### config.mk
export PLATFORM = sky130hd
export DESIGN_NAME = skmd_round
export DESIGN_NICKNAME = d
export VERILOG_FILES = /design/src/rtl/skmd_pkg.sv /design/src/rtl/skmd_round.sv
export SDC_FILE = /design/constraint.sdc
export NUM_CORES = 1
export LEC_CHECK = 0
export BUFFER_PORTS_ARGS = -buffer_cell sky130_fd_sc_hd__buf_2
export CAP_MARGIN = 25
export CORE_UTILIZATION = 48
export CTS_CLUSTER_DIAMETER = 200
export DETAILED_ROUTE_END_ITERATION = 16
export PLACE_DENSITY_LB_ADDON = 0.05
export SLEW_MARGIN = 20
export SYNTH_ARGS = -nofsm -noshare
export SYNTH_HDL_FRONTEND = slang
export SYNTH_SLANG_ARGS = --single-unit
### constraint.sdc
create_clock -name clk_i -period 5.8 [get_ports clk_i]
set_input_delay 1.16 -clock clk_i [delete_from_list [all_inputs] [get_ports clk_i]]
set_output_delay 1.16 -clock clk_i [all_outputs]
set_load 0.05 [all_outputs]
### src/rtl/skmd_pkg.sv
// ----------------------------------------------------------------------------
// skmd_pkg
// Shared types, constants and helper functions for the MD4 fold one-way
// pipeline: digest state, initial values, round constants and message
// word selection.
// ----------------------------------------------------------------------------
package skmd_pkg;

  localparam int unsigned NumRounds = 48;
  localparam int unsigned RndW      = 6;

  localparam logic [31:0] IvA = 32'h6745_2301;
  localparam logic [31:0] IvB = 32'hefcd_ab89;
  localparam logic [31:0] IvC = 32'h98ba_dcfe;
  localparam logic [31:0] IvD = 32'h1032_5476;
  localparam logic [31:0] K2  = 32'h5a82_7999;
  localparam logic [31:0] K3  = 32'h6ed9_eba1;

  // Padding word after the 8 key bytes and the bit length of the message
  localparam logic [31:0] PadWord = 32'h0000_0080;
  localparam logic [31:0] LenWord = 32'd64;

  // Round group codes
  localparam logic [1:0] GrpF = 2'd0;
  localparam logic [1:0] GrpG = 2'd1;
  localparam logic [1:0] GrpH = 2'd2;

  // Rotate amounts per group and step within a group of four
  localparam logic [4:0] RotAmt [3][4] = '{
    '{5'd3, 5'd7, 5'd11, 5'd19},
    '{5'd3, 5'd5, 5'd9,  5'd13},
    '{5'd3, 5'd9, 5'd11, 5'd15}
  };

  typedef struct packed {
    logic [31:0] a;
    logic [31:0] b;
    logic [31:0] c;
    logic [31:0] d;
  } md_state_t;

  localparam md_state_t IvState = '{a: IvA, b: IvB, c: IvC, d: IvD};

  function automatic logic [31:0] rotl32(input logic [31:0] v, input logic [4:0] s);
    logic [63:0] w;
    w = {v, v} << s;
    return w[63:32];
  endfunction

  // Boolean function of the round group
  function automatic logic [31:0] round_fn(input logic [1:0] grp, input logic [31:0] x,
                                           input logic [31:0] y, input logic [31:0] z);
    logic [31:0] f;
    unique case (grp)
      GrpF:    f = (x & y) | (~x & z);
      GrpG:    f = (x & y) | (x & z) | (y & z);
      default: f = x ^ y ^ z;
    endcase
    return f;
  endfunction

  function automatic logic [31:0] round_const(input logic [1:0] grp);
    logic [31:0] k;
    unique case (grp)
      GrpF:    k = 32'd0;
      GrpG:    k = K2;
      default: k = K3;
    endcase
    return k;
  endfunction

  // Index of the message word used at a given step of a group
  function automatic logic [3:0] word_index(input logic [1:0] grp, input logic [3:0] step);
    logic [3:0] idx;
    unique case (grp)
      GrpF:    idx = step;
      GrpG:    idx = {step[1:0], step[3:2]};
      default: idx = {step[0], step[1], step[2], step[3]};
    endcase
    return idx;
  endfunction

  // Padded single block: key words, pad byte, zeros, length word
  function automatic logic [31:0] msg_word(input logic [63:0] key, input logic [3:0] idx);
    logic [31:0] w;
    case (idx)
      4'd0:    w = key[31:0];
      4'd1:    w = key[63:32];
      4'd2:    w = PadWord;
      4'd14:   w = LenWord;
      default: w = 32'd0;
    endcase
    return w;
  endfunction

endpackage

### src/rtl/skmd_round.sv
// ----------------------------------------------------------------------------
// skmd_round
// One MD4 step as a pipeline stage: four-input add, rotate, word shuffle.
// The key word travels along so later steps can pick their message word.
// ----------------------------------------------------------------------------
module skmd_round
  import skmd_pkg::*;
(
  input  logic            clk_i,
  input  logic            rst_ni,
  input  logic [RndW-1:0] rnd_i,
  input  logic            valid_i,
  output logic            ready_o,
  input  md_state_t       state_i,
  input  logic [63:0]     key_i,
  output logic            valid_o,
  input  logic            ready_i,
  output md_state_t       state_o,
  output logic [63:0]     key_o
);

  logic        valid_q;
  md_state_t   state_d, state_q;
  logic [63:0] key_q;
  logic [1:0]  grp;
  logic [3:0]  step;
  logic [31:0] sum;

  assign grp  = rnd_i[5:4];
  assign step = rnd_i[3:0];

  // Accept when empty or when the word ahead moves on
  assign ready_o = !valid_q || ready_i;

  // Compute one step and rotate the registers
  always_comb begin
    sum = state_i.a + round_fn(grp, state_i.b, state_i.c, state_i.d)
        + msg_word(key_i, word_index(grp, step)) + round_const(grp);
    state_d.a = state_i.d;
    state_d.d = state_i.c;
    state_d.c = state_i.b;
    state_d.b = rotl32(sum, RotAmt[grp][step[1:0]]);
  end

  always_ff @(posedge clk_i or negedge rst_ni) begin
    if (!rst_ni) begin
      valid_q <= 1'b0;
    end else if (ready_o) begin
      valid_q <= valid_i;
    end
  end

  // Load payload only when a word enters
  always_ff @(posedge clk_i) begin
    if (ready_o && valid_i) begin
      state_q <= state_d;
      key_q   <= key_i;
    end
  end

  assign valid_o = valid_q;
  assign state_o = state_q;
  assign key_o   = key_q;

endmodule

# [Yosys cells after proc, flatten, opt, wreduce, memory -nomap -nowiden]
# Cells that the tools add are included.
[word_totals] reg_bits=193 in_bits=202 output_inout_bits=194 elab_cells=43
[classes] addsub=3 order_cmp=2 n_eq_ne=4 shift=1 muxes=10 n_bitwise=12 reduce_logical=5
[ops] op="32-bit AND" n=4
[ops] op="32-bit case mux with 4 select lines" n=1
[ops] op="32-bit adder" n=3
[ops] op="32-bit OR" n=3
[ops] op="32-bit case mux with 2 select lines" n=1
[ops] op="64-bit by 5-bit left shift with 64-bit output" n=1
[ops] op="32-bit XOR" n=2
[ops] op="31-bit case mux with 2 select lines" n=1
[ops] op="20-bit binary-select mux with 2-bit select" n=1
[ops] op="20-bit two-way mux" n=2
[ops] op="32-bit NOT" n=1
[ops] op="5-bit binary-select mux with 2-bit select" n=1
[ops] op="5-bit two-way mux" n=2
[ops] op="4-bit case mux with 2 select lines" n=1
[ops] op="3-bit >= comparator, second input constant" n=2
[ops] op="2-bit NOT with 3-bit output" n=2
[ops] op="4-bit by 1-bit equality test with 1-bit output, second input constant" n=1
[ops] op="4-bit by 2-bit equality test with 1-bit output, second input constant" n=1
[ops] op="4-bit equality test, second input constant" n=1
[ops] op="4-bit zero test" n=1
[ops] op="2-bit by 1-bit equality test with 1-bit output, second input constant" n=1
[ops] op="2-bit zero test" n=1
[ops] op="1-bit logical AND" n=1
[ops] op="1-bit zero test" n=1
[ops] op="1-bit logical OR" n=1

# [Logic depth before layout (Yosys ltp)]
# Gate-level depths: netlist (run 1).
[depth] word_depth=8 ltp_mapped=24

# [Least setup slack after synthesis (run 1)]
# Ideal clock, no wire load.
[synth_timing] path_type="input to register" startpoint="in ready_i" endpoint="reg key_q[0], in the netlist key_o[0] (enable)" setup_time_ns=0.575 t_arrival_ns=6.069 slack_ns=-0.844 cell_stages=2 path_buffers=0 cell_sequence="nand2b_1 -> and2_1"
[synth_via] elab_chain_len=2
[synth_rtl] item="start, declared" line_no="skmd_round.sv:17" rtl="input logic ready_i,"
[synth_rtl] item="1-bit logical OR" line_no="skmd_round.sv:33" rtl="assign ready_o = !valid_q || ready_i;"
[synth_rtl] item="1-bit logical AND" line_no="skmd_round.sv:55" rtl="if (ready_o && valid_i) begin"
[synth_rtl] item="end signal, assigned" line_no="skmd_round.sv:57" rtl="key_q <= key_i;"
[synth_rtl] item="end, declared" line_no="skmd_round.sv:24" rtl="logic [63:0] key_q;"
# No other way between the ends.
# A chain may end at the register's enable or synchronous reset.

==> flow_results.org, run 1 <==
** Outcome
- The run finished, with violations left.
- The final reports fail on setup timing.

** Setup path
- Number of cell instances on the worst register-to-register path :: 3
- STA puts the critical path data required time at 5990 ps.
- The critical path is of the in2reg type.
- Data on the critical path arrives at its endpoint at a little over 6000 ps.
- The worst setup path is captured at a flop.
- Worst-path maximum fanout :: 6
- R2r startpoint :: valid_o
- Startpoint type of the worst setup path :: primary input
- Worst reg2reg path endpoint :: state_o[93]
- Register-to-register setup slack :: 3690 ps

** Die
- In this run the vertical extent of the chip is 170 um.
- The die covers 29000 um^2.
- For this configuration, the core starts out at a cell density of 0.489.
- # rows :: 61
- Pin placement for this block handled about 400 I/O pins.
- The total area inside the core boundary comes to roughly 28000 um^2.
- Die extent in x :: around 170 um

** Drt
- Drt wl/cell :: 20.8 um
- Vias per cell :: 5.64
- First-iteration detailed-routing DRC count :: ~900
- The final route contains 12500 vias.
- In this run the remaining antenna-violating nets after routing total 0.
- In the routed design, unresolved DRC markers number 0.
- After detailed routing, the total wire length is 46300 um.
- The first detailed-routing pass ran for 5 iterations.

** Yosys
- Part of the Yosys area used for sequential elements :: 0.427
- In the synthesized netlist, the number of instances is 1210.
- Yosys printed 0 warnings.
- Of the post-synthesis cell area, the dominant cell type holds 0.425.
- A synthesized cell averages approximately 11 um^2.
- Counting every net in the synthesized netlist gives 1543.
- The most used flip-flop cell after synthesis is edfxtp_1.
- edfxtp_1 takes more of the synthesized area than any other cell.
- Summing every instance area after synthesis gives 13600 um^2.
- Synthesis instantiated 84 different standard cells from the library.
- In this run, synthesis produced a sequential element count of 193.
- Number of synthesized flops with an enable pin :: 192
- Sorting the synthesized cells by area gives the leading types as edfxtp_1 (42%), fa_1 (13%), ha_1 (4.1%), mux2_2 (3.6%), nand2_1 (3.4%).
- In the synthesized netlist the async set-or-reset flop fraction comes to 0.00518.

** CTS
- Number of CTS-inserted buffers :: 17
- Depth of the CTS H-tree :: 4
- For this design, the CTS-stage hold fixing added 0 buffers.
- Clock root buffer :: clkbuf_16
- Clock-pin slew was measured on the worst setup and hold paths at 70 ps.
- The clock reaches the later pin of the worst-skew pair after ~440 ps.
- CTS Buffer Depth :: 2
- Clock tree from TritonCTS :: done
- The tree built by TritonCTS fans out to around 190 sinks.

** Timing
- Post-route setup slack :: -207 ps
- The worst pin sits at a relative slew slack of 0.399.
- Slew Limit Fails :: 0
- Based on the critical path, the design can be clocked at up to 0.166 GHz.
- Summed over all failing endpoints, the final setup total negative slack is -3370 ps.
- Worst Max-Slew Pin Slew :: about 900 ps
- The smallest clock period supported by the final layout is computed as 6010 ps.
- Of the available clock period, the critical path in the final layout requires 1.04.
- Clock skew on the completed layout was measured at 8.39 ps.
- Tightest hold margin :: between 400 and 500 ps
- Setup repair after global routing could not meet its margin everywhere.
- Number of setup violations in the final report :: 30
- The hold violation total from the final report came to 0.

** Place
- DP HPWL :: 35900 um
- The congestion estimate from routability-driven global placement came to ~0.9.
- Number of port buffers :: 395
- The placed instances occupy a cell area of 17900 um^2.

** Pwr
- Power comes to around 9.0 mW.
- VDD sags by at most 0.255 mV.
- In this run the power density over the cells is 455 nW/um^2.
- For this design the static power due to leakage is 8.50 nW.

** Hold path
- Hold/Removal Path Class :: in2async

** Global route
- The first global-routing pass estimated 68900 um of wire.
- The total overflow left after global routing is 0.
- Tot GR Track Use :: 0.316
- Antenna violations before repair :: 5
- The via count of the first global-routing pass came to 12300.
- Maximum number of pins on one net before global-route repair :: between 90 and 100

** Cells and area
- Share of cells above drive strength 1 :: 0.518
- Number of nets in the finished design :: 2159
- Summed area of non-filler cells in the final layout :: 19900 um^2
- Post-layout utilization of the core :: 0.715
- Area growth from synthesis to layout :: 46.4%
- The layout has 2148 filler cells.

** Flow run
- Max Cap Violations :: 0
## worst max path at each step
stage / from / to / cells after the start
after global routing: rnd_i[5] / state_o[92] / 24
after CTS: rnd_i[5] / state_o[92] / 24
after floorplan: rnd_i[5] / state_o[87] / 21
after global placement: rnd_i[5] / state_o[75] / 23
final: rnd_i[5] / state_o[92] / 24
after detailed placement: rnd_i[5] / state_o[92] / 23
## cells in the mapped netlist (all sizes together) (3+ instances only)
| cell type | count |
|---|---|
| a31oi | 9 |
| and3 | 7 |
| a211oi | 15 |
| and2 | 12 |
| clkbuf | 52 |
| a221oi | 10 |
| nor2 | 60 |
| or3 | 7 |
| mux4 | 3 |
| xor2 | 10 |
| o311ai | 4 |
| o32ai | 3 |
| edfxtp | 192 |
| nand4 | 13 |
| nand2 | 124 |
| o211a | 5 |
| nor3 | 19 |
| xnor2 | 14 |
| o21ai | 60 |
| a22o | 32 |
| mux2 | 43 |
| a211o | 3 |
| ha | 44 |
| o211ai | 24 |
| a2111o | 3 |
| o22ai | 18 |
| a2bb2oi | 3 |
| buf | 13 |
| nand3 | 17 |
| o31ai | 10 |
| or2 | 3 |
| a21o | 17 |
| nor2b | 3 |
| nor4 | 5 |
| a22oi | 38 |
| o21a | 13 |
| mux2i | 21 |
| fa | 87 |
| nand2b | 13 |
| a21oi | 74 |
| inv | 76 |
## state kept, by name, indices dropped and copies added (netlist names)
signal and cells:
state_o 128, valid_o 1, key_o 64
## kinds of logic (layout without fill, tap and decap cells)
| kind of cell | count (synthesis) | after routing | share of synthesized area |
|---|---|---|---|
| XOR/XNOR | 24 | 24 | 0.0155 |
| multiplexers | 67 | 67 | 0.0561 |
| AND/OR/NAND/NOR | 290 | 290 | 0.100 |
| adder cells (fa/ha/maj) | 131 | 131 | 0.169 |
| other | 0 | 5 | 0 |
| flip-flops | 193 | 193 | 0.427 |
| AO/OA/AOI/OAI | 364 | 364 | 0.192 |
| buffers and inverters | 141 | 770 | 0.0400 |
## per-layer routing
| layer | up-vias | share of wire | track usage |
|---|---|---|---|
| met3 | 70 | 0.063 | 0.0600 |
| li1 | 5778 | - | - |
| met5 | - | 0.00028 | 0 |
| met1 | 6198 | 0.40 | 0.393 |
| met4 | 2 | 0.026 | 0.0885 |
| met2 | 480 | 0.51 | 0.560 |
## worst max-delay path, stage by stage
cell      delay [ps]
buf_12            90
inv_12            30
ha_4             160
and3b_1          180
o21ai_2          180
a21oi_4          100
a222oi_1         570
buf_4            260
inv_4             40
fa_2             390
fa_2             360
ha_4             320
buf_6            110
nand2_4           40
or3_4            390
a21oi_4          170
buf_6            120
o211a_4          160
o21ai_2           70
xnor2_2          160
mux4_2           540
mux2i_1          210
a21oi_2           80
mux2_4           290
## placed cells by master, fill, tap and decap left out, drive strengths merged, types with 7 or more instances in the layout
cell type	count
a221oi	10
o22ai	18
and3	7
or3	7
nor2	60
fa	87
a211oi	15
a21o	17
clkbuf	19
edfxtp	192
o211ai	24
inv	84
ha	44
nor3	19
and2	12
a31oi	9
nand2b	13
mux2	43
a22o	32
xnor2	14
o31ai	10
a22oi	38
nand4	13
mux2i	21
xor2	10
o21a	13
o21ai	60
nand2	124
a21oi	74
nand3	17
buf	661
## where the power goes
group | leakage, nW | switching (mW) | internal [mW]
clock network | 0.283 | 0.602 | 0.588
registers | 1.84 | 0.0275 | 1.72
logic | 6.38 | 3.40 | 2.70
## per-stage QoR
| step | cells | worst slack (ps) |
|---|---|---|
| 4_1_cts | 2202 | -92.4 |
| 5_1_grt | 2221 | -311 |
| 2_1_floorplan | 1210 | -118 |
| 3_5_place_dp | 2150 | -994 |
| 3_3_place_gp | 2150 | -1000 |
| 6_report | 2222 | -207 |
## area by class of cell
cell class | count | area (um^2) | area share
flip-flops and latches | 193 | 5790 | 0.291
well taps | 378 | 473 | 0.0238
multi-input cells | 876 | 8540 | 0.430
repair buffers | 662 | 4170 | 0.210
clock inverters | 13 | 139 | 0.00699
clock buffers | 19 | 443 | 0.0223
diodes | 5 | 12.5 | 0.000630
inverters | 76 | 308 | 0.0155
## what timing repair did
| item | CTS | global route |
|---|---|---|
| pin swaps | 55 | 29 |
| setup endpoints to repair | 32 | 32 |
| gates cloned | 1 | 0 |
| buffers inserted | 20 | 15 |
| resized for setup | 103 | 106 |
Note: power is estimated with default switching activity, not from simulation.
==> run 2, diff against run 1 <==
--- a/config.mk
+++ b/config.mk
@@ -10,7 +10,7 @@
 export CORE_UTILIZATION = 48
 export CTS_CLUSTER_DIAMETER = 200
 export DETAILED_ROUTE_END_ITERATION = 16
-export PLACE_DENSITY_LB_ADDON = 0.05
+export PLACE_DENSITY_LB_ADDON = 0.25
 export SLEW_MARGIN = 20
 export SYNTH_ARGS = -nofsm -noshare
 export SYNTH_HDL_FRONTEND = slang
==> flow_results.org, run 2 (synthesis results as in run 1) <==
** Outcome
- Result of the run :: finished, violations left
- Failing checks :: setup timing

** CTS
- # clock sinks :: 193
- CTS Buffer Depth :: 2
- Clock tree from TritonCTS :: done
- Depth of the CTS H-tree :: 4
- Number of CTS-inserted buffers :: 17
- Clock root buffer :: clkbuf_16
- Clock insertion delay at the later pin of the skew report :: 450 ps
- CTS clock-pin slew for the worst setup and hold paths :: roughly 80 ps

** Setup path
- Walking the worst path, the cells encountered are buf_12 -> inv_12 -> ha_4 -> and3b_1 -> o21ai_2 -> a21oi_4 -> buf_12 -> a222oi_1 -> inv_1 -> fa_2 -> ha_4 -> ha_4 -> buf_6 -> nand2_4 -> or3_4 -> a21oi_4 -> buf_4 -> o211ai_1 -> nor3b_4 -> buf_4 -> a221o_1 -> a221o_1 -> nor2_1 -> and3b_1.
- In this design, the stage delay of the slowest critical-path cell is 590 ps.
- The worst setup path is captured at a flop.
- Worst-path maximum fanout :: 8
- Top Family by Delay on Critical Path :: compound AO/OA/AOI/OAI gates
- Register-to-register setup slack :: 3780 ps
- For the worst setup path, the data arrival time is 6270 ps.
- Data required time at the worst endpoint :: 6000 ps
- Startpoint type of the worst setup path :: primary input
- In this design, the critical path's most frequently occurring cell is ha_4.
- Slowest cell on the critical path :: a222oi_1
- Counting both buffers and inverters, the worst setup path holds a total of 7.
- Category of the most critical setup path :: in2reg

** Cells and area
- Most frequent cells in the layout :: buf_2 (393), buf_4 (253), edfxtp_1 (192)
- Once layout is done, the placed cells without fillers occupy 19900 um^2.
- Area growth from synthesis to layout :: 46.9%
- Share of cells above drive strength 1 :: 0.515
- Number of nets in the finished design :: 2168
- Commonest non-fill, non-tap cell in the layout :: buf_2
- The register with the most flip-flops in the layout has 128 of them.
- Count of placed standard cells in the final layout, fillers left out :: 2229

** Pwr
- Maximum resistive drop on vdd :: 0.259 mV
- Of the total power, combinational logic draws 0.684.
- Internal Power :: 5.13 mW
- Of the total power, registers draw 0.189.
- P per Cell Area :: approximately 460 nW/um^2
- Net load switching power :: 4.14 mW
- Total power draw :: 9.27 mW
- Of the total power, the clock network draws 0.126.
- In this run the static leakage power is 8.56 nW.
- Switching share of power :: 0.446

** Global route
- After global routing the overflow that remains totals 0.
- For this run, global-route usage on met3 was measured as 0.0686.
- Busiest layer in global routing :: met2
- Entering global routing, the biggest net connects 109 pins.
- Tot GR Track Use :: 0.333
- The first global-routing pass estimated 71700 um of wire.
- The via count of the first global-routing pass came to around 13000.
- The number of antenna violations at the first check in global routing was 3.
- Met2 track demand over resource in global routing :: 0.572
- For met1 alone, demand over resource in global routing was 0.411.

** Hold path
- The path class of the tightest hold or removal check is in2async.

** Timing
- For the final database, setup skew stands at 9.36 ps.
- Worst Max-Slew Pin Slew :: 843 ps
- Setup repair after global routing missed its margin :: yes
- Maximum clock frequency :: around 0.16 GHz
- Of the available clock period, the critical path in the final layout requires 1.05.
- Rel. slew slack :: 0.438
- Number of setup violations in the final report :: 32
- Minimum period implied by the final worst setup slack :: between 6000 and 7000 ps
- The hold violation total from the final report came to 0.
- The final count of pins violating max slew was 0.
- Sum of negative setup slack :: -5010 ps
- Post-route setup slack :: -271 ps

** Flow run
- Max Cap Violations :: 0

** Die
- The floorplan step set the die height to 170 um.
- # rows :: 61
- The floorplan step defined a die boundary enclosing roughly 29000 um^2.
- Area inside the core boundary :: 27800 um^2
- Pin placement for this block handled 396 I/O pins.
- For this configuration, the core starts out at a cell density of 0.489.
- Die extent in x :: 170 um

** Place
- Routability Congestion :: 0.985
- In this run the cell area measured after placement is 18000 um^2.
- The count of buffers added on input and output ports is ~400.
- After detailed placement, the design holds a cell count of around 2100.
- After legalization and detailed placement, the total HPWL measured 37800 um.

** Drt
- Detailed-router iteration count before antenna repair :: 6
- Drt wl/cell :: 22.0 um
- After detailed routing, the number of vias per cell comes to between 5 and 6.
- The count of nets left with antenna violations once routing finished came out at 0.
- Vias after detailed routing :: 12900
- For this block, the routed nets add up to 48900 um of wire.
- First-iteration detailed-routing DRC count :: 1179
- In the routed design, unresolved DRC markers number 0.
## run 2: layout make-up
cell class	count	area [um^2]
clock inverter	14	146
fill	2079	7840
tap	378	473
clock buffer	18	429
antenna	3	7.51
sequential	193	5790
inverter	76	298
multi-input combinational	876	8550
timing repair buffer	671	4250
## run 2: worst paths after layout
kind | start | end | cells after the start
setup / recovery | rnd_i[5] | state_o[68] | 24
hold / removal | rst_ni | valid_o | 1
setup reg to reg | valid_o | state_o[90] | 3
hold reg to reg | valid_o | valid_o | 2
max in group asynchronous | rst_ni | valid_o | 1
min in group clk_i | valid_o | valid_o | 2
## run 2: through the flow
stage,setup WS (ps),hold slack (ps),util
3_3_place_gp,-1120,510,0.646
3_5_place_dp,-1140,524,0.646
6_report,-271,469,0.718
4_1_cts,-212,458,0.702
2_1_floorplan,-118,864,-
5_1_grt,-403,461,0.718
## run 2: power by group through the flow
stage	combinational (mW)	clock (mW)	sequential [mW]
3_3_place_gp	5.02	0	1.79
2_1_floorplan	2.63	0	2.24
6_report	6.34	1.17	1.75
3_5_place_dp	5.05	0	1.79
4_1_cts	5.85	1.18	1.76
5_1_grt	6.70	1.22	1.77
## run 2: metal layers
metal | part of all wire | vias up
met3 | 0.085 | 109
li1 | - | 5784
met1 | 0.38 | 6301
met2 | 0.50 | 685
met5 | 0 | -
met4 | 0.035 | 0
## run 2: worst register-to-register path: stages, from the launching register on
cell,delay (ps)
dfrtp_1,380
nand2b_1,110
and2_4,480
buf_4,640
## run 2: timing repair
| item | 4_1_cts | 5_1_grt |
|---|---|---|
| hold buffers | 0 | 0 |
| setup endpoints to repair | 32 | 32 |
| resized for setup | 132 | 61 |
| setup buffers | 32 | 17 |
| pin swaps | 68 | 63 |
