`src/rtl/skmd_pkg.sv`:
```
// ----------------------------------------------------------------------------
// skmd_pkg
// Shared types, constants and helper functions for the MD4 fold one-way
// pipeline: digest state, initial values, round constants and message
// word selection.
// ----------------------------------------------------------------------------
package skmd_pkg;

  localparam int unsigned NumRounds = 48;
  localparam int unsigned RndW      = 6;

  localparam logic [31:0] IvA = 32'h6745_2301;
  localparam logic [31:0] IvB = 32'hefcd_ab89;
  localparam logic [31:0] IvC = 32'h98ba_dcfe;
  localparam logic [31:0] IvD = 32'h1032_5476;
  localparam logic [31:0] K2  = 32'h5a82_7999;
  localparam logic [31:0] K3  = 32'h6ed9_eba1;

  // Padding word after the 8 key bytes and the bit length of the message
  localparam logic [31:0] PadWord = 32'h0000_0080;
  localparam logic [31:0] LenWord = 32'd64;

  // Round group codes
  localparam logic [1:0] GrpF = 2'd0;
  localparam logic [1:0] GrpG = 2'd1;
  localparam logic [1:0] GrpH = 2'd2;

  // Rotate amounts per group and step within a group of four
  localparam logic [4:0] RotAmt [3][4] = '{
    '{5'd3, 5'd7, 5'd11, 5'd19},
    '{5'd3, 5'd5, 5'd9,  5'd13},
    '{5'd3, 5'd9, 5'd11, 5'd15}
  };

  typedef struct packed {
    logic [31:0] a;
    logic [31:0] b;
    logic [31:0] c;
    logic [31:0] d;
  } md_state_t;

  localparam md_state_t IvState = '{a: IvA, b: IvB, c: IvC, d: IvD};

  function automatic logic [31:0] rotl32(input logic [31:0] v, input logic [4:0] s);
    logic [63:0] w;
    w = {v, v} << s;
    return w[63:32];
  endfunction

  // Boolean function of the round group
  function automatic logic [31:0] round_fn(input logic [1:0] grp, input logic [31:0] x,
                                           input logic [31:0] y, input logic [31:0] z);
    logic [31:0] f;
    unique case (grp)
      GrpF:    f = (x & y) | (~x & z);
      GrpG:    f = (x & y) | (x & z) | (y & z);
      default: f = x ^ y ^ z;
    endcase
    return f;
  endfunction

  function automatic logic [31:0] round_const(input logic [1:0] grp);
    logic [31:0] k;
    unique case (grp)
      GrpF:    k = 32'd0;
      GrpG:    k = K2;
      default: k = K3;
    endcase
    return k;
  endfunction

  // Index of the message word used at a given step of a group
  function automatic logic [3:0] word_index(input logic [1:0] grp, input logic [3:0] step);
    logic [3:0] idx;
    unique case (grp)
      GrpF:    idx = step;
      GrpG:    idx = {step[1:0], step[3:2]};
      default: idx = {step[0], step[1], step[2], step[3]};
    endcase
    return idx;
  endfunction

  // Padded single block: key words, pad byte, zeros, length word
  function automatic logic [31:0] msg_word(input logic [63:0] key, input logic [3:0] idx);
    logic [31:0] w;
    case (idx)
      4'd0:    w = key[31:0];
      4'd1:    w = key[63:32];
      4'd2:    w = PadWord;
      4'd14:   w = LenWord;
      default: w = 32'd0;
    endcase
    return w;
  endfunction

endpackage

```
`src/rtl/skmd_fold.sv`:
```
// ----------------------------------------------------------------------------
// skmd_fold
// Final stage: add the initial values to the digest and fold it to 64 bits
// into the output register.
// ----------------------------------------------------------------------------
module skmd_fold
  import skmd_pkg::*;
(
  input  logic        clk_i,
  input  logic        rst_ni,
  input  logic        valid_i,
  output logic        ready_o,
  input  md_state_t   state_i,
  output logic        valid_o,
  input  logic        stall_i,
  output logic [63:0] key_o
);

  logic        valid_q;
  logic [63:0] key_d, key_q;
  logic [31:0] fa, fb, fc, fd;

  assign ready_o = !valid_q || !stall_i;

  // Finish the digest and fold A with C, B with D
  always_comb begin
    fa    = state_i.a + IvA;
    fb    = state_i.b + IvB;
    fc    = state_i.c + IvC;
    fd    = state_i.d + IvD;
    key_d = {fb ^ fd, fa ^ fc};
  end

  always_ff @(posedge clk_i or negedge rst_ni) begin
    if (!rst_ni) begin
      valid_q <= 1'b0;
    end else if (ready_o) begin
      valid_q <= valid_i;
    end
  end

  always_ff @(posedge clk_i) begin
    if (ready_o && valid_i) begin
      key_q <= key_d;
    end
  end

  assign valid_o = valid_q;
  assign key_o   = key_q;

endmodule

```
`config.mk`:
```
export PLATFORM = sky130hd
export DESIGN_NAME = skmd_fold
export DESIGN_NICKNAME = d
export VERILOG_FILES = /design/src/rtl/skmd_pkg.sv /design/src/rtl/skmd_fold.sv
export SDC_FILE = /design/constraint.sdc
export NUM_CORES = 1
export LEC_CHECK = 0
export BUFFER_PORTS_ARGS = -buffer_cell sky130_fd_sc_hd__clkbuf_2
export CAP_MARGIN = 40
export CORE_ASPECT_RATIO = 1.2
export CORE_MARGIN = 2
export CORE_UTILIZATION = 55
export CTS_CLUSTER_DIAMETER = 120
export DETAILED_ROUTE_END_ITERATION = 10
export PLACE_DENSITY = 0.93
export RECOVER_POWER = 100
export REMOVE_ABC_BUFFERS = 1
export SYNTH_ARGS = -nofsm -noshare
export SYNTH_HDL_FRONTEND = slang
export SYNTH_SLANG_ARGS = --single-unit
```
`constraint.sdc`:
```
create_clock -name clk_i -period 5.05 [get_ports clk_i]
set_input_delay 0.505 -clock clk_i [delete_from_list [all_inputs] [get_ports clk_i]]
set_output_delay 0.505 -clock clk_i [all_outputs]
set_load 0.02 [all_outputs]
```
* Word level (Yosys, flattened, before mapping)
Index checks and enable logic that the tools add are counted.
** Word-level totals
- Word-level logic and storage cells :: 12
- Register bits after elaboration :: 65
- Input port bits :: 132
- Latch bits :: 0
- Memories kept :: 0
- Bits in writable memories :: 0
- Memory bits (read-only) :: 0
** Cells by class
- $mul :: 0
- Divide/modulo/power cells :: 0
- Eq/ne operators :: 0
- Add/sub/neg operators :: 4
- Magnitude comparators :: 0
- Muxes and demuxes :: 0
- Bitwise operators :: 2
- Reduce and logical (&&, ||, !) cells :: 4
- Shifts and indexed selects :: 0
** Operators by type and width (number)
- adder 32 bit (second input constant) :: 2
- XOR 32 bit :: 2
- adder 32 x 29 -> 32 bit (second input constant) :: 1
- adder 32 x 31 -> 32 bit (second input constant) :: 1
- zero test 1 bit :: 2
- logical AND 1 bit :: 1
- logical OR 1 bit :: 1

* Depth between registers and ports, before layout
Gate-level depths: netlist of the first run.
- Depth after elaboration :: 3
- Gate-level depth with buffers :: 8

* Worst setup path before layout of the first run
OpenSTA, ideal clock, no wires.
- Path type :: input to register
- From :: input stall_i
- To :: register key_q[0], in the netlist key_o[0] (enable)
- Arrival :: 2.251 ns
- Slack :: 2.370 ns
- Stages :: 2
- Buffers on the path :: 0
- Library setup time :: 0.429 ns
- Data required time :: 4.621 ns
- Cell sequence :: nand2_1 > and2_1
** On the way
- Cells in the longest elaborated chain, start to end :: 3
** Ends and longest elaborated chain
- start, declared :: line skmd_fold.sv:15 : input logic stall_i,
- zero test 1 bit :: line skmd_fold.sv:23 : assign ready_o = !valid_q || !stall_i;
- logical OR 1 bit :: line skmd_fold.sv:23
- logical AND 1 bit :: line skmd_fold.sv:43 : if (ready_o && valid_i) begin
- end signal, assigned :: line skmd_fold.sv:44 : key_q <= key_d;
- end, declared :: line skmd_fold.sv:20 : logic [63:0] key_d, key_q;
No other way between the ends.
A chain may end at the register's enable or synchronous reset.

* Final worst setup path of the first run
- From :: input state_i[33] (netlist name)
- To :: register key_q[31], in the netlist key_o[31], data pin
** On the way
- Cells in the longest elaborated chain, start to end :: 2
** Ends and longest elaborated chain
- start, declared :: line skmd_fold.sv:13 : input md_state_t state_i,
- adder 32 bit :: line skmd_fold.sv:29 : fc = state_i.c + IvC;
- XOR 32 bit :: line skmd_fold.sv:31 : key_d = {fb ^ fd, fa ^ fc};
- named net key_d[31] :: line skmd_fold.sv:20
The timed path passes the listed nets, and every way through them passes these cells.

==> flow_metrics.env, run 1 <==
export IMPL_p_per_area_mw_per_mm2=284
export IMPL_viasPerCell=5.79
export IMPL_ys_seq_elements=65
export IMPL_routedWlPerCell_um=17.6
export IMPL_die_area_mm2=0.0105
export IMPL_global_route_overflow_total=0
export IMPL_worst_hold_path_type="primary input to flip-flop"
export IMPL_ctsLongestPathBuffers=2
export IMPL_finish_net_count=885
export IMPL_max_slew_margin_rel_pct=43.6
export IMPL_io_buffer_count=197
export IMPL_row_count=39
export IMPL_numCtsBuffers=9
export IMPL_grt_util_all_layers_pct=28.8
export IMPL_vias=5075
export IMPL_grt_max_degree=65
export IMPL_detail_route_wirelength_mm=15.4
export IMPL_placeableCoreArea_mm2=0.00947
export IMPL_grt_setup_unrepaired="false"
export IMPL_grt_pass1_wl_mm=23.8
export IMPL_area_delta_synth_final_pct=24.4
export IMPL_drt_antenna_violating_nets=0
export IMPL_timing_hold_ws_ps=397
export IMPL_drt_first_iter_violations=265
export IMPL_worst_skew_pair_late_latency_ps=330
export IMPL_leakagePower_nw=2.46
export IMPL_drc=0
export IMPL_grt_pass1_vias=5121
export IMPL_post_synth_main_area_contributors="sky130_fd_sc_hd__edfxtp_1, sky130_fd_sc_hd__xnor2_1, sky130_fd_sc_hd__xor2_1"
export IMPL_count_of_pins_on_the_block_boundary=198
export IMPL_filler_cell_count=720
export IMPL_yosysTopAreaCell="sky130_fd_sc_hd__edfxtp_1"
export IMPL_post_cts_hold_buffer_count=1
export IMPL_synth_edf_count=64
export IMPL_design_power_mw=1.89
export IMPL_clock_fmax_mhz=323
export IMPL_worstPathRequired_ps=5120
export IMPL_dieHeight_um=112
export IMPL_grt_antenna_before_repair=0
export IMPL_cts_post_setup_buffers_inserted=0
export IMPL_post_synth_inst_count=547
export IMPL_yosys_most_used_dff="sky130_fd_sc_hd__edfxtp_1"
export IMPL_synth_most_common_cell="sky130_fd_sc_hd__xnor2_1"
export IMPL_synthesized_area_divided_by_synthesized_cell_count_um2=9.77
export IMPL_clkSlewWorstSetupHoldPaths_ps=50
export IMPL_finalClockSkew_ps=5.30
export IMPL_holdCritStartpoint="valid_i"
export IMPL_max_cap_violations=0
export IMPL_crit_path_end_kind="flip-flop"
export IMPL_timing_final_hold_violations=0
export IMPL_gp_congestion=0.961
export IMPL_drt_pass1_iterations=5
export IMPL_numClockSinks=65
export IMPL_critical_path_max_fanout=5
export IMPL_peak_supply_drop_mv=0.134
export IMPL_arr_time_crit_path_ps=3170
export IMPL_yosys_top_cell_area_share_pct=36.0
export IMPL_tightest_slew_ps=835
export IMPL_syn_std_cell_area_mm2=0.00534
export IMPL_ys_top_cells_by_count="sky130_fd_sc_hd__xnor2_1, sky130_fd_sc_hd__edfxtp_1, sky130_fd_sc_hd__nor2_1"
export IMPL_cts_tree="built"
export IMPL_final_min_clock_period_ps=3100
export IMPL_h_tree_depth=3
export IMPL_timing_critical_path_from_type="primary input"
export IMPL_setup_tns_ps=0
export IMPL_r2r_start="valid_o"
export IMPL_drv_slew=0
export IMPL_start_util_pct=56.4
export IMPL_place_hpwl_mm=12.2
export IMPL_antennaDiodeCount=0
export IMPL_ys_warn_count=0
export IMPL_final_layout_size_suffix_gt1_share_pct=21.0
export IMPL_die_width_um=94.0
export IMPL_cts_root_buffer="sky130_fd_sc_hd__clkbuf_16"
export IMPL_post_place_cells=860
export IMPL_layout_worst_path_cycle_share_pct=61.3
export IMPL_post_cts_resized_instances=0
export IMPL_instances_no_fill=877
export IMPL_setup_viol_count_final=0
export IMPL_cp_startpoint="state_i[33]"
export IMPL_worst_setup_path_type="primary input to flip-flop"
export IMPL_status="finished clean"
export IMPL_async_reset_ff_share_pct=1.54
export IMPL_synth_cell_type_count=65
export IMPL_synth_sequential_area_ratio_pct=36.4
## worst max-delay path: stages
cell and delay, ps:
sky130_fd_sc_hd__clkbuf_1 150, sky130_fd_sc_hd__inv_1 90, sky130_fd_sc_hd__ha_1 190, sky130_fd_sc_hd__nor3b_1 570, sky130_fd_sc_hd__a21o_1 240, sky130_fd_sc_hd__a31oi_1 240, sky130_fd_sc_hd__o311ai_0 770, sky130_fd_sc_hd__a21oi_1 230
sky130_fd_sc_hd__xnor2_1 180
## worst paths after layout
| path | cells past startpoint | end | slack (ps) |
|---|---|---|---|
| max | 9 | key_o[31] | 1950 |
| min | 2 | valid_o | 400 |
| max reg2reg | 3 | key_o[4] | 3380 |
| min reg2reg | 2 | valid_o | 560 |
| max in group asynchronous | 2 | valid_o | 4460 |
| min in group asynchronous | 2 | valid_o | 480 |
## flip-flops by register name, indices dropped and copies added (netlist names)
register	count
valid_o	1
key_o	64
## final cells by class
class | count | area [µm²] | share of cell area, %
inverters | 13 | 48.8 | 0.734
well taps | 123 | 154 | 2.31
repair buffers | 199 | 915 | 13.8
clock buffers | 13 | 260 | 3.91
clock inverters | 3 | 40.0 | 0.602
multi-input cells | 461 | 3280 | 49.4
flip-flops and latches | 65 | 1950 | 29.3
## through the flow
step / instance area (µm²) / util, % / setup WS, ps
2_1_floorplan: 5310 / - / 2370
3_3_place_gp: 6460 / 68.2 / 2450
3_5_place_dp: 6460 / 68.2 / 2370
4_1_cts: 6770 / 71.5 / 2700
5_1_grt: 6650 / 70.2 / 1810
6_report: 6650 / 70.2 / 1950
## cells in the final DEF, fill, tap and decap left out, types with 3 or more instances in the layout
| cell | count |
|---|---|
| sky130_fd_sc_hd__xnor2_1 | 140 |
| sky130_fd_sc_hd__nor3_1 | 12 |
| sky130_fd_sc_hd__o31ai_1 | 4 |
| sky130_fd_sc_hd__a21boi_0 | 3 |
| sky130_fd_sc_hd__nand2_1 | 40 |
| sky130_fd_sc_hd__nand3_1 | 15 |
| sky130_fd_sc_hd__clkbuf_1 | 73 |
| sky130_fd_sc_hd__nor4_1 | 5 |
| sky130_fd_sc_hd__o211ai_1 | 5 |
| sky130_fd_sc_hd__clkbuf_16 | 9 |
| sky130_fd_sc_hd__o311ai_0 | 3 |
| sky130_fd_sc_hd__clkbuf_2 | 126 |
| sky130_fd_sc_hd__nand4_1 | 7 |
| sky130_fd_sc_hd__a211oi_1 | 4 |
| sky130_fd_sc_hd__and3_1 | 7 |
| sky130_fd_sc_hd__o21bai_1 | 3 |
| sky130_fd_sc_hd__a21o_1 | 4 |
| sky130_fd_sc_hd__inv_1 | 13 |
| sky130_fd_sc_hd__a21oi_1 | 29 |
| sky130_fd_sc_hd__or2_2 | 3 |
| sky130_fd_sc_hd__o21ai_0 | 22 |
| sky130_fd_sc_hd__o21a_1 | 5 |
| sky130_fd_sc_hd__or3_1 | 6 |
| sky130_fd_sc_hd__nor2b_1 | 5 |
| sky130_fd_sc_hd__nor2_1 | 42 |
| sky130_fd_sc_hd__nand2b_1 | 6 |
| sky130_fd_sc_hd__edfxtp_1 | 64 |
| sky130_fd_sc_hd__xor2_1 | 37 |
| sky130_fd_sc_hd__a31oi_1 | 7 |
| sky130_fd_sc_hd__a221oi_1 | 4 |
| sky130_fd_sc_hd__ha_1 | 4 |
## power by group
| part | internal, mW | leakage [nW] | switching [mW] | total (mW) |
|---|---|---|---|---|
| registers | 0.682 | 0.620 | 0.0151 | 0.697 |
| clock network | 0.407 | 0.150 | 0.212 | 0.619 |
| logic | 0.228 | 1.69 | 0.344 | 0.572 |
| total | 1.32 | 2.46 | 0.571 | 1.89 |
## routing by layer
metal,wire length [µm],global-route usage [%],part of all wire [%]
met1,5440,30.8,35
met2,8040,52.3,52
met3,1130,3.99,7.4
met4,809,18.0,5.2
met5,0,0,0
## cells by family after synthesis
family,count (synthesis),share of synthesized area [%]
and+or+nand+nor,165,16.2
adders and majority gates,4,0.937
buffers and inverters,21,1.50
DFF,65,36.4
AOI/OAI and AO/OA,112,14.8
xor gates and xnor gates,180,30.2
(Power assumes the default switching activity.)
==> run 2, diff against run 1 <==
- CORE_UTILIZATION: 55 -> 46
- PLACE_DENSITY: 0.93 -> 0.83
- clock period: 5.05 -> 2.5 ns (I/O delays scaled with it)
==> run 2 against run 1 <==
Compared with the run above: the flow now finishes with violations (capacitance limit, slew limit); clock power is 130% higher; setup slack worse by 1800 ps; sequential share of layout area is 0.66 points lower; total power increased by 110%; cell count rose by 5.0%; die area grew 19%; flip-flop and latch count is the same; largest cell class unchanged; utilization shrank 11 points; count of clock-buffer cells in the layout decreased by 4; clock skew shrank 1.8 ps.
==> flow_metrics.env, run 2 (synthesis gave the netlist of run 1 again) <==
export IMPL_status="finished, violations left"
export IMPL_failed_checks="capacitance limit, slew limit"
export IMPL_max_cap_violations=1
export IMPL_routedWlPerCell_um=15.8
export IMPL_peak_supply_drop_mv=0.310
export IMPL_layout_worst_path_cycle_share_pct=94.6
export IMPL_hold_path_cell_count=2
export IMPL_detail_route_wirelength_mm=14.6
export IMPL_antennaDiodeCount=0
export IMPL_finalClockSkew_ps=3.49
export IMPL_setup_viol_count_final=0
export IMPL_grt_max_degree=65
export IMPL_numCtsBuffers=9
export IMPL_global_route_overflow_total=0
export IMPL_drt_pass1_iterations=4
export IMPL_worst_setup_path_type="primary input to flip-flop"
export IMPL_timing_final_hold_violations=0
export IMPL_hold_path_end="valid_o"
export IMPL_arr_time_crit_path_ps=2450
export IMPL_clock_fmax_mhz=423
export IMPL_cts_root_buffer="sky130_fd_sc_hd__clkbuf_16"
export IMPL_gp_congestion=0.943
export IMPL_grt_antenna_before_repair=0
export IMPL_grt_setup_unrepaired="false"
export IMPL_placeableCoreArea_mm2=0.0115
export IMPL_drv_slew=65
export IMPL_holdCritStartpoint="valid_i"
export IMPL_vias=4952
export IMPL_commonest_cells_after_routing_fill_and_taps_aside="sky130_fd_sc_hd__xnor2_1, sky130_fd_sc_hd__clkbuf_2, sky130_fd_sc_hd__clkbuf_1"
export IMPL_drt_first_iter_violations=250
export IMPL_preCtsSetupSlack_ps=71.3
export IMPL_final_min_clock_period_ps=2370
export IMPL_post_cts_resized_instances=0
export IMPL_post_cts_hold_buffer_count=1
export IMPL_die_width_um=102
export IMPL_ctsLongestPathBuffers=2
export IMPL_timing_critical_path_from_type="primary input"
export IMPL_worst_skew_pair_late_latency_ps=340
export IMPL_tightest_slew_ps=1530
export IMPL_h_tree_depth=3
export IMPL_final_common_cell="sky130_fd_sc_hd__xnor2_1"
export IMPL_count_of_pins_on_the_block_boundary=198
export IMPL_die_area_mm2=0.0125
export IMPL_critical_path_max_fanout=5
export IMPL_leakagePower_nw=2.51
export IMPL_grt_pass1_wl_mm=22.3
export IMPL_dieHeight_um=122
export IMPL_place_hpwl_mm=11.8
export IMPL_grt_pass1_vias=4709
export IMPL_r2r_start="valid_o"
export IMPL_p_per_area_mw_per_mm2=586
export IMPL_io_buffer_count=197
export IMPL_drt_antenna_violating_nets=0
export IMPL_reg2reg_setup_slack_ps=360
export IMPL_worst_hold_path_type="primary input to flip-flop"
export IMPL_clkSlewWorstSetupHoldPaths_ps=50
export IMPL_grt_util_all_layers_pct=23.3
export IMPL_worst_r2r_path_depth=3
export IMPL_max_slew_margin_rel_pct=-1.77
export IMPL_final_layout_size_suffix_gt1_share_pct=21.9
export IMPL_worstPathRequired_ps=2580
export IMPL_viasPerCell=5.38
export IMPL_setup_ws_final_ps=134
export IMPL_reg2reg_to="key_o[6]"
export IMPL_numClockSinks=65
export IMPL_cts_post_setup_buffers_inserted=0
export IMPL_drc=0
export IMPL_largest_register_ff_count=64
export IMPL_area_delta_synth_final_pct=27.3
export IMPL_crit_path_end_kind="flip-flop"
export IMPL_setup_tns_ps=0
export IMPL_row_count=43
export IMPL_finish_net_count=895
export IMPL_cts_tree="built"
export IMPL_start_util_pct=46.6
[run 2: cell types whose count changed in the layout (fill, tap and decap cells not counted), sizes merged]
cell / before / now
buf: 1 / 4
bufinv: 1 / 3
clkbuf: 210 / 213
clkinvlp: 0 / 2
[run 2: area by class of cell]
class                      instances  area, µm²
clock buffer                       9        225
fill                            1010       4660
timing repair buffer             209        968
inverter                          13       48.8
sequential                        65       1950
clock inverter                     7        119
tap                              157        196
multi-input combinational        461       3300
[run 2: stage by stage]
stage	std cells	total power, mW	hold WS (ps)	utilization, %	cell area (µm²)
2_1_floorplan	539	2.17	-45.6	-	5310
3_3_place_gp	904	2.58	25.0	57.5	6590
3_5_place_dp	904	2.60	25.8	57.5	6590
4_1_cts	921	4.04	113	60.6	6940
5_1_grt	921	4.15	121	59.4	6800
6_report	921	3.98	116	59.4	6800
[run 2: critical path: stages]
cell	delay (ps)
sky130_fd_sc_hd__clkbuf_1	170
sky130_fd_sc_hd__ha_1	210
sky130_fd_sc_hd__nand3_1	140
sky130_fd_sc_hd__o21ai_0	750
sky130_fd_sc_hd__a21oi_1	370
sky130_fd_sc_hd__o31ai_4	310
sky130_fd_sc_hd__xnor2_1	160
sky130_fd_sc_hd__xnor2_1	80
[run 2: routing by layer]
metal | part of all wire (%) | track usage, % | vias to the layer above
met5 | 0 | 0 | -
met4 | 4.4 | 12.0 | 0
met3 | 6.2 | 4.13 | 56
met2 | 53 | 42.7 | 212
met1 | 36 | 25.1 | 2282
li1 | - | - | 2402
[run 2: worst max path at each step]
stage / start / end / depth (start not counted)
2_1_floorplan: valid_o / key_o[0] / 2
3_3_place_gp: state_i[1] / key_o[51] / 9
3_5_place_dp: state_i[1] / key_o[51] / 9
4_1_cts: state_i[1] / key_o[51] / 9
5_1_grt: state_i[1] / key_o[51] / 9
6_report: state_i[96] / key_o[30] / 8
[run 2: power breakdown]
| part | switching, mW | internal [mW] | leakage [nW] |
|---|---|---|---|
| registers | 0.0305 | 1.38 | 0.620 |
| clock network | 0.458 | 0.972 | 0.162 |
| logic | 0.678 | 0.466 | 1.72 |
==> run 3, diff against run 2 <==
- ABC_AREA: unset -> 1
- CORE_UTILIZATION: 46 -> 50
- PLACE_DENSITY: 0.83 -> 0.77
==> run 3 against run 2 <==
Compared with the run above: the run now ends clean; area after synthesis is 46% higher; synthesized cell count up 140%; total power grew 4.3%.
==> flow_metrics.env, run 3 <==
export IMPL_yosysTopAreaCell="sky130_fd_sc_hd__edfxtp_1"
export IMPL_area_delta_synth_final_pct=18.7
export IMPL_peak_supply_drop_mv=0.279
export IMPL_critical_path_max_fanout=7
export IMPL_drv_slew=0
export IMPL_ctsLongestPathBuffers=2
export IMPL_worst_setup_path_type="primary input to flip-flop"
export IMPL_grt_pass1_wl_mm=40.4
export IMPL_gp_congestion=0.983
export IMPL_cts_post_setup_buffers_inserted=0
export IMPL_grt_antenna_before_repair=0
export IMPL_setup_tns_ps=0
export IMPL_worst_skew_pair_late_latency_ps=360
export IMPL_routedWlPerCell_um=15.0
export IMPL_synth_sequential_area_ratio_pct=24.9
export IMPL_clkSlewWorstSetupHoldPaths_ps=60
export IMPL_row_count=50
export IMPL_grt_max_degree=65
export IMPL_drt_first_iter_violations=587
export IMPL_vias=8993
export IMPL_worstPathRequired_ps=2600
export IMPL_drt_antenna_violating_nets=0
export IMPL_synthesized_area_divided_by_synthesized_cell_count_um2=5.86
export IMPL_crit_chain="clkbuf_1, inv_1, ha_1, inv_1, nand2_1, nand3_1, nand2_1, o21ai_0, nand2_1, nand3_1, nand2_1, nand2_1, nand2_1"
export IMPL_grt_setup_unrepaired="false"
export IMPL_syn_std_cell_area_mm2=0.00782
export IMPL_drt_pass1_iterations=5
export IMPL_final_min_clock_period_ps=2010
export IMPL_crit_path_frequent_cell="sky130_fd_sc_hd__nand2_1"
export IMPL_antennaDiodeCount=0
export IMPL_cpPeakStageDelay_ps=410
export IMPL_p_per_area_mw_per_mm2=447
export IMPL_ys_top_cells_by_count="sky130_fd_sc_hd__nand2_1, sky130_fd_sc_hd__inv_1, sky130_fd_sc_hd__nor2_1"
export IMPL_finish_net_count=1677
export IMPL_post_route_util_pct=60.1
export IMPL_layout_cell_area_non_filler_mm2=0.00928
export IMPL_post_place_cells=1737
export IMPL_final_layout_size_suffix_gt1_share_pct=11.1
export IMPL_finalClockSkew_ps=9.05
export IMPL_post_synth_inst_count=1336
export IMPL_synth_most_common_cell="sky130_fd_sc_hd__nand2_1"
export IMPL_h_tree_depth=3
export IMPL_die_width_um=118
export IMPL_grt_pass1_vias=8479
export IMPL_yosys_top_cell_area_share_pct=24.6
export IMPL_cts_root_buffer="sky130_fd_sc_hd__clkbuf_16"
export IMPL_die_area_mm2=0.0167
export IMPL_viasPerCell=5.13
export IMPL_numCtsBuffers=9
export IMPL_post_synth_main_area_contributors="sky130_fd_sc_hd__edfxtp_1, sky130_fd_sc_hd__nand2_1, sky130_fd_sc_hd__inv_1"
export IMPL_instances_no_fill=1754
export IMPL_synth_edf_count=64
export IMPL_post_cts_resized_instances=0
export IMPL_cp_top_family="simple AND/OR/NAND/NOR gates"
export IMPL_arr_time_crit_path_ps=2110
export IMPL_tightest_slew_ps=943
export IMPL_numClockSinks=65
export IMPL_commonest_cells_after_routing_fill_and_taps_aside="sky130_fd_sc_hd__nand2_1, sky130_fd_sc_hd__inv_1, sky130_fd_sc_hd__nor2_1"
export IMPL_crit_path_end_kind="flip-flop"
export IMPL_synth_cell_type_count=38
export IMPL_cts_tree="built"
export IMPL_placed_cell_area_mm2=0.00907
export IMPL_placeableCoreArea_mm2=0.0155
export IMPL_async_reset_ff_share_pct=1.54
export IMPL_start_util_pct=50.6
export IMPL_count_of_pins_on_the_block_boundary=198
export IMPL_ys_seq_elements=65
export IMPL_timing_critical_path_from_type="primary input"
export IMPL_worst_hold_path_type="primary input to flip-flop"
export IMPL_yosys_most_used_dff="sky130_fd_sc_hd__edfxtp_1"
export IMPL_timing_hold_ws_ps=133
export IMPL_largest_register_ff_count=64
export IMPL_max_cap_violations=0
export IMPL_setup_viol_count_final=0
export IMPL_max_slew_margin_rel_pct=37.2
export IMPL_dieHeight_um=141
export IMPL_timing_critical_path_slowest_stage_cell="sky130_fd_sc_hd__o21ai_0"
export IMPL_place_hpwl_mm=22.4
export IMPL_leakagePower_nw=4.93
export IMPL_global_route_overflow_total=0
export IMPL_clock_fmax_mhz=497
export IMPL_ys_warn_count=0
export IMPL_detail_route_wirelength_mm=26.3
export IMPL_status="finished clean"
export IMPL_timing_final_hold_violations=0
export IMPL_worstPathBufferInverterCount=3
export IMPL_layout_worst_path_cycle_share_pct=80.4
export IMPL_drc=0
export IMPL_grt_util_all_layers_pct=30.9
export IMPL_io_buffer_count=197
export IMPL_final_common_cell="sky130_fd_sc_hd__nand2_1"
export IMPL_filler_cell_count=1640
==> run 3: cell types whose count changed after synthesis, moves of 8 or more <==
cell / before / now
sky130_fd_sc_hd__inv_1: 13 / 229
sky130_fd_sc_hd__nand2_1: 40 / 480
sky130_fd_sc_hd__nand2_2: 0 / 8
sky130_fd_sc_hd__nand3_1: 15 / 118
sky130_fd_sc_hd__nand3b_1: 2 / 15
sky130_fd_sc_hd__nand4_1: 7 / 23
sky130_fd_sc_hd__nor2_1: 42 / 161
sky130_fd_sc_hd__nor2_2: 0 / 16
sky130_fd_sc_hd__xnor2_1: 140 / 48
sky130_fd_sc_hd__xor2_1: 37 / 61
==> run 3: repair_timing <==
action | 4_1_cts | 5_1_grt
hold endpoints to repair | 1 | 0
hold buffers | 1 | 0
endpoints found under the setup margin | 0 | 0
==> run 3: metal layers <==
layer,wire [µm],share of wire (%),vias up,GRT usage [%]
met1,9710,37,4049,32.4
met4,1720,6.5,0,20.9
met2,13400,51,303,57.2
li1,-,-,4555,-
met3,1450,5.5,86,4.29
met5,0,0,-,0
==> run 3: area by class of cell <==
cell class | instances | area (µm²) | area share [%]
Multi-Input combinational cell | 1033 | 4970 | 53.5
Sequential cell | 65 | 1950 | 21.0
Timing Repair Buffer | 199 | 912 | 9.82
Inverter | 233 | 876 | 9.43
Tap cell | 208 | 260 | 2.80
Clock buffer | 10 | 229 | 2.47
Clock inverter | 6 | 90.1 | 0.970
==> run 3: cell families after synthesis <==
family          synth area share, %
fa+ha+maj                     0.640
xor+xnor                       12.2
simple gates                   45.8
buf+inv                        11.5
compound gates                 4.91
flops                          24.9
==> run 3: worst paths after layout <==
path	start	end	slack (ps)	cells past startpoint
hold / removal	valid_i	valid_o	130	3
min in group asynchronous	rst_ni	valid_o	210	2
max in group asynchronous	rst_ni	valid_o	2210	2
hold reg to reg	valid_o	valid_o	590	2
setup reg to reg	valid_o	key_o[22]	750	2
setup / recovery	state_i[1]	key_o[61]	490	13
==> run 3: where the power goes <==
part | switching [mW] | total, mW | leakage, nW | internal (mW)
combinational | 0.906 | 1.34 | 4.16 | 0.437
sequential | 0.0340 | 1.39 | 0.621 | 1.35
clock | 0.545 | 1.42 | 0.155 | 0.880
==> run 3: stage by stage <==
stage | worst slack (ps) | power (mW)
2_1_floorplan | -1630 | 2.26
3_3_place_gp | 501 | 2.76
3_5_place_dp | 517 | 2.77
4_1_cts | 889 | 4.20
5_1_grt | 387 | 4.35
6_report | 490 | 4.15
==> run 3: worst register-to-register path, stage by stage, from the launching register on <==
cell,delay [ps]
sky130_fd_sc_hd__dfrtp_1,420
sky130_fd_sc_hd__a21oi_4,150
sky130_fd_sc_hd__clkbuf_4,770
